$ cat config.mk
export PLATFORM = sky130hd
export DESIGN_NAME = gcb_to_bin
export DESIGN_NICKNAME = d
export VERILOG_FILES = /design/src/design/great_circle_bearing_assert.svh /design/src/design/gcb_pkg.sv /design/src/design/gcb_to_bin.sv
export SDC_FILE = /design/constraint.sdc
export NUM_CORES = 2
export LEC_CHECK = 0
export ABC_AREA = 1
export BUFFER_PORTS_ARGS = -buffer_cell sky130_fd_sc_hd__buf_2
export CORE_MARGIN = 2
export CORE_UTILIZATION = 70
export DETAILED_ROUTE_END_ITERATION = 12
export PLACE_DENSITY = 0.95
export SLEW_MARGIN = 10
export SYNTH_ARGS = -nofsm -noshare
export SYNTH_HDL_FRONTEND = slang
export SYNTH_SLANG_ARGS = --single-unit
export TNS_END_PERCENT = 20
$ cat constraint.sdc
create_clock -name clk -period 12.2 [get_ports clk]
set_input_delay 2.44 -clock clk [delete_from_list [all_inputs] [get_ports clk]]
set_output_delay 2.44 -clock clk [all_outputs]
set_load 0.005 [all_outputs]
$ cat src/design/great_circle_bearing_assert.svh
// Assertion helpers for the bearing pipeline.
`ifndef GREAT_CIRCLE_BEARING_ASSERT_SVH
`define GREAT_CIRCLE_BEARING_ASSERT_SVH

// Same-cycle implication, checked out of reset.
`define GCB_ASSERT_IMPL(label, clk, rst, a, b, msg) \
  label: assert property (@(posedge clk) disable iff (rst) (a) |-> (b)) else $error(msg);

// Next-cycle implication, checked out of reset.
`define GCB_ASSERT_NEXT(label, clk, rst, a, b, msg) \
  label: assert property (@(posedge clk) disable iff (rst) (a) |=> (b)) else $error(msg);

`endif

$ cat src/design/gcb_pkg.sv
package gcb_pkg;

  localparam int UW = 28;   // reduced-angle input width (signed)
  localparam int SW = 34;   // sine/cosine width, Q4.30
  localparam int VW = 36;   // vectoring x/y width

  localparam logic [26:0] FULL_UNITS = 27'd129600000;
  localparam logic [26:0] HALF_UNITS = 27'd64800000;
  localparam logic [31:0] HALF_BIN32 = 32'h8000_0000;
  localparam logic signed [32:0] QUARTER_BIN = 33'sd1073741824;
  localparam logic signed [SW-1:0] CORDIC_ONE = 34'sd652032874;

  // Constants of the unit-to-binary-angle conversion
  localparam logic [15:0] CONV_MUL = 16'd35483;
  localparam logic [16:0] CONV_RND = 17'd126562;
  localparam logic [17:0] CONV_DIV = 18'd253125;
  localparam logic [25:0] CONV_RCP = 26'd34749997;

  localparam logic [31:0] ATAN_BIN [32] = '{
    32'h20000000, 32'h12E4051E, 32'h09FB385B, 32'h051111D4, 32'h028B0D43, 32'h0145D7E1,
    32'h00A2F61E, 32'h00517C55, 32'h0028BE53, 32'h00145F2F, 32'h000A2F98, 32'h000517CC,
    32'h00028BE6, 32'h000145F3, 32'h0000A2FA, 32'h0000517D, 32'h000028BE, 32'h0000145F,
    32'h00000A30, 32'h00000518, 32'h0000028C, 32'h00000146, 32'h000000A3, 32'h00000051,
    32'h00000029, 32'h00000014, 32'h0000000A, 32'h00000005, 32'h00000003, 32'h00000001,
    32'h00000001, 32'h00000000
  };

  typedef struct packed {
    logic vld;
    logic special;   // equal longitudes
    logic half;      // first latitude larger
    logic mode;      // initial bearing
  } side_t;

endpackage

$ cat src/design/gcb_to_bin.sv
module gcb_to_bin (
  input  logic                          clk,
  input  logic                          rst,
  input  logic                          in_vld,
  input  logic signed [gcb_pkg::UW-1:0] u,
  output logic                          out_vld,
  output logic signed [31:0]            b
);

  logic [3:0] vld;
  logic signed [28:0] ue;
  logic signed [28:0] rr;
  logic [26:0] r1, r2, r3, r4;
  logic [42:0] p3_2, p3_3;
  logic [50:0] qprod;
  logic [24:0] q3, q4;
  logic [42:0] qd;
  logic [19:0] rem;
  logic [1:0]  corr;
  logic [32:0] r33;

  // Bring the angle into one full circle.
  always_comb begin
    ue = 29'(u);
    if (ue < -$signed({2'b0, gcb_pkg::FULL_UNITS})) begin
      rr = ue + $signed({1'b0, gcb_pkg::FULL_UNITS, 1'b0});
    end else if (ue < 0) begin
      rr = ue + $signed({2'b0, gcb_pkg::FULL_UNITS});
    end else if (ue >= $signed({2'b0, gcb_pkg::FULL_UNITS})) begin
      rr = ue - $signed({2'b0, gcb_pkg::FULL_UNITS});
    end else begin
      rr = ue;
    end
  end

  // Estimate the quotient low, then fix it up from the remainder.
  assign qprod = 51'(p3_2[42:18]) * 51'(gcb_pkg::CONV_RCP);
  assign qd    = 43'(q3) * 43'(gcb_pkg::CONV_DIV);

  always_comb begin
    if (rem >= 20'(3 * gcb_pkg::CONV_DIV)) begin
      corr = 2'd3;
    end else if (rem >= 20'(2 * gcb_pkg::CONV_DIV)) begin
      corr = 2'd2;
    end else if (rem >= 20'(gcb_pkg::CONV_DIV)) begin
      corr = 2'd1;
    end else begin
      corr = 2'd0;
    end
    r33 = {1'b0, r4, 5'b0} + 33'(r4);
  end

  always_ff @(posedge clk) begin
    if (rst) begin
      vld     <= '0;
      out_vld <= 1'b0;
    end else begin
      vld     <= {vld[2:0], in_vld};
      out_vld <= vld[3];
    end
    r1   <= rr[26:0];
    r2   <= r1;
    p3_2 <= 43'(r1) * 43'(gcb_pkg::CONV_MUL) + 43'(gcb_pkg::CONV_RND);
    r3   <= r2;
    p3_3 <= p3_2;
    q3   <= qprod[49:25];
    r4   <= r3;
    q4   <= q3;
    rem  <= 20'(p3_3 - qd);
    b    <= $signed(r33[31:0] + 32'(q4) + 32'(corr));
  end

endmodule

Word-level counts from Yosys, hierarchy flattened. Cells that the tools add are included.

Add/sub/neg operators: 8. Multiply operators: 3. Order comparisons: 6. Multiplexer cells: 6.

Operator list (count): 2-to-1 mux 27 bit (3); multiplier 25 x 26 -> 50 bit (second input constant) (1); adder 43 x 17 -> 43 bit (second input constant) (1); multiplier 27 x 16 -> 43 bit (second input constant) (1); adder 32 x 2 -> 32 bit (1); adder 32 x 25 -> 32 bit (1); adder 32 x 27 -> 32 bit (1); >= comparator 28 bit (second input constant) (1); < comparator 28 x 1 -> 1 bit (second input constant) (1); < comparator 28 bit (second input constant) (1); adder 27 x 24 -> 27 bit (second input constant) (1); adder 27 x 25 -> 27 bit (second input constant) (1); subtractor 27 x 24 -> 27 bit (second input constant) (1); multiplier 25 x 18 -> 20 bit (second input constant) (1); >= comparator 20 x 18 -> 1 bit (second input constant) (1); >= comparator 20 x 19 -> 1 bit (second input constant) (1); >= comparator 20 bit (second input constant) (1); subtractor 20 bit (1); 2-to-1 mux 2 bit (2); 2-to-1 mux 1 bit (1).

Flip-flop bits (word level): 278. Bits of input ports: 31. Output and inout bits: 33.

Logic depth before layout (Yosys ltp).
Depth after elaboration: 5. Depth in mapped cells: 26. Depth with buffers taken out: 26.

Worst setup path after synthesis. OpenSTA, ideal clock, no wires.

Kind: register -> register. Start point: register p3_2[31]. End point: register q3[5]. Library setup time: 0.112 ns. Data arrival time: 5.620 ns. Data required time: 12.088 ns. Path slack: 6.468 ns. Cell stages (with the launch flop): 22. Path buffers: 0. Cells stage by stage: dfxtp_1 -> inv_1 -> fa_1 -> fa_1 -> inv_1 -> fa_1 -> fa_1 -> fa_1 -> fa_1 -> inv_1 -> fa_1 -> inv_1 -> ha_1 -> nand2_1 -> nor2_1 -> inv_1 -> nor4_1 -> nand2_1 -> nand3_1 -> nand2_1 -> nand3_1 -> nand2_1.

Cells in the longest elaborated chain, start to end: 1.

Ends and longest elaborated chain: start: declaration (line gcb_to_bin.sv:14) `logic [42:0] p3_2, p3_3;`; start signal: assignment (line gcb_to_bin.sv:63) `p3_2 <= 43'(r1) * 43'(gcb_pkg::CONV_MUL) + 43'(gcb_pkg::CONV_RND);`; multiplier 25 x 26 -> 50 bit (line gcb_to_bin.sv:37) `assign qprod = 51'(p3_2[42:18]) * 51'(gcb_pkg::CONV_RCP);`; named net qprod[30] (line gcb_to_bin.sv:15) `logic [50:0] qprod;`; end signal: assignment (line gcb_to_bin.sv:66) `q3 <= qprod[49:25];`; end: declaration (line gcb_to_bin.sv:16) `logic [24:0] q3, q4;`.

The timed path passes the listed nets, and every way through them passes these cells. A chain may end at the register's enable or synchronous reset.

Worst setup path in the final report.
Start point: register p3_2[31]. End point: register q3[9].

Same word-level chain as after synthesis.

==> reports/summary.json <==
{
  "initial_standard_cell_utilization_of_the_core": 0.708,
  "postCtsResizedCells": 0,
  "count_of_final_hold_check_violations": 0,
  "antenna_cells": 0,
  "total_setup_violations_reported_at_the_end_of_the_flow": 0,
  "synth_async_sr_flop_share": 0,
  "run_status": "complete, no violations",
  "die-area_mm2": 0.0500,
  "clk_root_buffer_cell": "sky130_fd_sc_hd__clkbuf_16",
  "synth_area_mm2": 0.0337,
  "post_synth_main_area_contributors": "sky130_fd_sc_hd__fa_1, sky130_fd_sc_hd__ha_1, sky130_fd_sc_hd__dfxtp_1",
  "remaining_global_route_overflow": 0,
  "wl_per_cell_um": 21.2,
  "critical_path_required_ns": 12.69,
  "area_added_between_synthesis_and_finish_pct": 5.77,
  "reg2reg_setup_slack_ns": 5.84,
  "mostFrequentLayoutCells": "sky130_fd_sc_hd__inv_1, sky130_fd_sc_hd__nand2_1, sky130_fd_sc_hd__ha_1, sky130_fd_sc_hd__fa_1, sky130_fd_sc_hd__nor2_1",
  "clkTransAtPathRegs_ns": 0.07,
  "drt_drc_violations_left": 0,
  "yosysTopAreaCell": "sky130_fd_sc_hd__fa_1",
  "grt_pass1_wl_um": 156000,
  "floorplan.die.width_um": 224,
  "final_stage_net_count": 5174,
  "ys_seq_elements": 276,
  "hold_path_end": "r4[5]",
  "cap_viol_max_count": 0,
  "ys_seq_area_frac": 0.164,
  "seq_area_mm2": 0.00553,
  "final_min_period_ns": 6.36,
  "worst_slew_pin_slew_ns": 0.835,
  "max_clock_freq_mhz": 157,
  "layout.cells.most_common": "sky130_fd_sc_hd__inv_1",
  "grt_start_max_net_pins": 18,
  "routabilityCongestion": 1.06,
  "cts_setup_buffers": 0,
  "drt_first_pass_iters": 6,
  "timing.critical_path.arrival_ns": 6.85,
  "via_count": 28300,
  "num-fill-cells": 3252,
  "dp_hpwl_um": 83100,
  "core_area_mm2": 0.0476,
  "synth_ff_type": "sky130_fd_sc_hd__dfxtp_1",
  "hold_path.startpoint": "r3[5]",
  "avgSynthCellArea_um2": 8.44,
  "number_of_sinks_handled_by_clock_tree_synthesis": 276,
  "critical_path.startpoint_type": "flip-flop",
  "dr.first_iter.drc_count": 3376,
  "synth_cells": 3999,
  "post_route_cells_drive_above_1_share": 0.0343,
  "global_route.usage.total": 0.407,
  "post-synth-top-area-fraction": 0.253,
  "timing.critical_path.to_type": "flip-flop",
  "slew_viol_final": 0,
  "initial_antenna_violation_count": 1,
  "cts_made_buffers": 28,
  "layout_worst_path_cycle_share": 0.521,
  "core.rowCount": 80,
  "wirelength_um": 100000,
  "crit_path_max_fanout": 8,
  "regToRegEndpoint": "q3[9]",
  "count_of_flip_flops_with_a_built_in_enable_after_synthesis": 0,
  "postSynthNetCount": 5089,
  "multi_input_comb_area_mm2": 0.0244,
  "worstReg2RegStart": "p3_2[31]",
  "top_level_port_count": 64,
  "slew_headroom": 0.442,
  "clock_tree_from_tritoncts": "yes",
  "rr_worst_depth": 23,
  "synth_warnings": 0,
  "skew_ns": 0.0152,
  "port_buffers": 63,
  "min_delay_path_depth": 0,
  "grt_setup_unrepaired": "no",
  "cts_max_level": 1,
  "grt_pass1_vias": 29400,
  "vias_per_cell": 5.99,
  "setup-tns-final_ns": 0,
  "hp-class": "reg -> reg",
  "insertion_delay_ns": 0.60,
  "die-height_um": 224,
  "worstSetupPathType": "reg -> reg",
  "clk_path_buf_depth": 3,
  "ant_nets": 0,
  "cts-hold-fix-buffers": 0,
  "synth.lib_cells_used.distinct": 50
}
worst max-delay path by stage:
stage             start     to  slack [ns]  cells after the start
2_1_floorplan  p3_2[31]  q3[5]        6.47                     21
3_3_place_gp   p3_2[31]  q3[9]        5.93                     21
3_5_place_dp   p3_2[31]  q3[9]        5.87                     23
4_1_cts        p3_2[31]  q3[9]        5.88                     23
5_1_grt        p3_2[31]  q3[9]        5.49                     24
6_report       p3_2[31]  q3[9]        5.84                     23
worst max-delay path, stage by stage (launching register included):
cell                      delay, ns
sky130_fd_sc_hd__dfxtp_1       0.55
sky130_fd_sc_hd__inv_1         0.17
sky130_fd_sc_hd__fa_1          0.59
sky130_fd_sc_hd__fa_1          0.56
sky130_fd_sc_hd__inv_1         0.05
sky130_fd_sc_hd__fa_1          0.40
sky130_fd_sc_hd__inv_1         0.10
sky130_fd_sc_hd__fa_1          0.39
sky130_fd_sc_hd__inv_1         0.07
sky130_fd_sc_hd__fa_1          0.45
sky130_fd_sc_hd__fa_1          0.56
sky130_fd_sc_hd__inv_1         0.06
sky130_fd_sc_hd__fa_1          0.53
sky130_fd_sc_hd__inv_1         0.04
sky130_fd_sc_hd__ha_1          0.37
sky130_fd_sc_hd__nand2_1       0.12
sky130_fd_sc_hd__nor2_1        0.28
sky130_fd_sc_hd__inv_1         0.10
sky130_fd_sc_hd__nor4_1        0.43
sky130_fd_sc_hd__nand2_1       0.09
sky130_fd_sc_hd__nand3_1       0.13
sky130_fd_sc_hd__nand2_1       0.10
sky130_fd_sc_hd__nand3_1       0.07
sky130_fd_sc_hd__nand2_1       0.05
flip-flops by register name (all words and copies together), names as in the netlist:
| name | cells |
|---|---|
| out_vld | 1 |
| r3 | 26 |
| p3_2 | 43 |
| vld | 4 |
| r2 | 26 |
| p3_3 | 20 |
| r1 | 27 |
| q3 | 25 |
| q4 | 25 |
| rem | 20 |
| r4 | 27 |
| b | 32 |
metal layers:
metal	vias to the layer above	share of wire	wire length (um)	global-route usage
met5	-	0.00039	39	0
met4	4	0.061	6140	0.209
met3	530	0.13	12800	0.119
met2	1934	0.43	43100	0.628
met1	13200	0.38	38200	0.523
li1	12600	-	-	-
per-stage QoR:
step           cells  instance area [um2]  worst slack (ns)  hold WS, ns  utilization
6_report        4720                35700              5.84        0.315        0.749
5_1_grt         4720                35700              5.49        0.329        0.749
4_1_cts         4720                35700              5.88        0.320        0.749
3_5_place_dp    4669                34800              5.87        0.312        0.729
3_3_place_gp    4669                34800              5.93        0.310        0.729
2_1_floorplan   3999                33700              6.47        0.310            -
synth_stat cells (4+ instances only):
| library cell | number |
|---|---|
| sky130_fd_sc_hd__a21oi_1 | 155 |
| sky130_fd_sc_hd__o21ai_0 | 101 |
| sky130_fd_sc_hd__inv_2 | 5 |
| sky130_fd_sc_hd__inv_1 | 993 |
| sky130_fd_sc_hd__o21bai_1 | 20 |
| sky130_fd_sc_hd__nor4_1 | 8 |
| sky130_fd_sc_hd__nand2_1 | 634 |
| sky130_fd_sc_hd__buf_2 | 4 |
| sky130_fd_sc_hd__and3_1 | 5 |
| sky130_fd_sc_hd__a21o_1 | 20 |
| sky130_fd_sc_hd__ha_1 | 632 |
| sky130_fd_sc_hd__a31oi_1 | 15 |
| sky130_fd_sc_hd__dfxtp_1 | 276 |
| sky130_fd_sc_hd__xor2_1 | 84 |
| sky130_fd_sc_hd__nor2_1 | 293 |
| sky130_fd_sc_hd__a21boi_0 | 10 |
| sky130_fd_sc_hd__and2_1 | 4 |
| sky130_fd_sc_hd__o2111ai_1 | 4 |
| sky130_fd_sc_hd__o211ai_1 | 15 |
| sky130_fd_sc_hd__nand3_1 | 145 |
| sky130_fd_sc_hd__nand3b_1 | 5 |
| sky130_fd_sc_hd__fa_1 | 427 |
| sky130_fd_sc_hd__xnor2_1 | 23 |
| sky130_fd_sc_hd__nor3_1 | 29 |
| sky130_fd_sc_hd__nor2_2 | 4 |
| sky130_fd_sc_hd__o21a_1 | 8 |
| sky130_fd_sc_hd__or2_2 | 4 |
| sky130_fd_sc_hd__nand2_2 | 5 |
| sky130_fd_sc_hd__nand4_1 | 41 |
logic make-up (layout without fill, tap and decap cells):
logic type      count (synthesis)  in the layout  synth area share
flops                         276            276             0.164
fa+ha+maj                    1059           1059             0.488
buf+inv                      1009           1115             0.114
compound gates                364            364            0.0617
xor+xnor                      107            107            0.0278
simple gates                 1184           1184             0.145
area by class of cell:
cell class | count | area share
timing repair buffer | 65 | 0.00926
clock inverter | 20 | 0.00572
tap | 615 | 0.0216
multi-input combinational | 2714 | 0.683
clock buffer | 31 | 0.0202
sequential | 276 | 0.155
inverter | 999 | 0.105
Power is not shown: default switching activity piles up to over one toggle a cycle in this logic, so the estimate is an artifact.
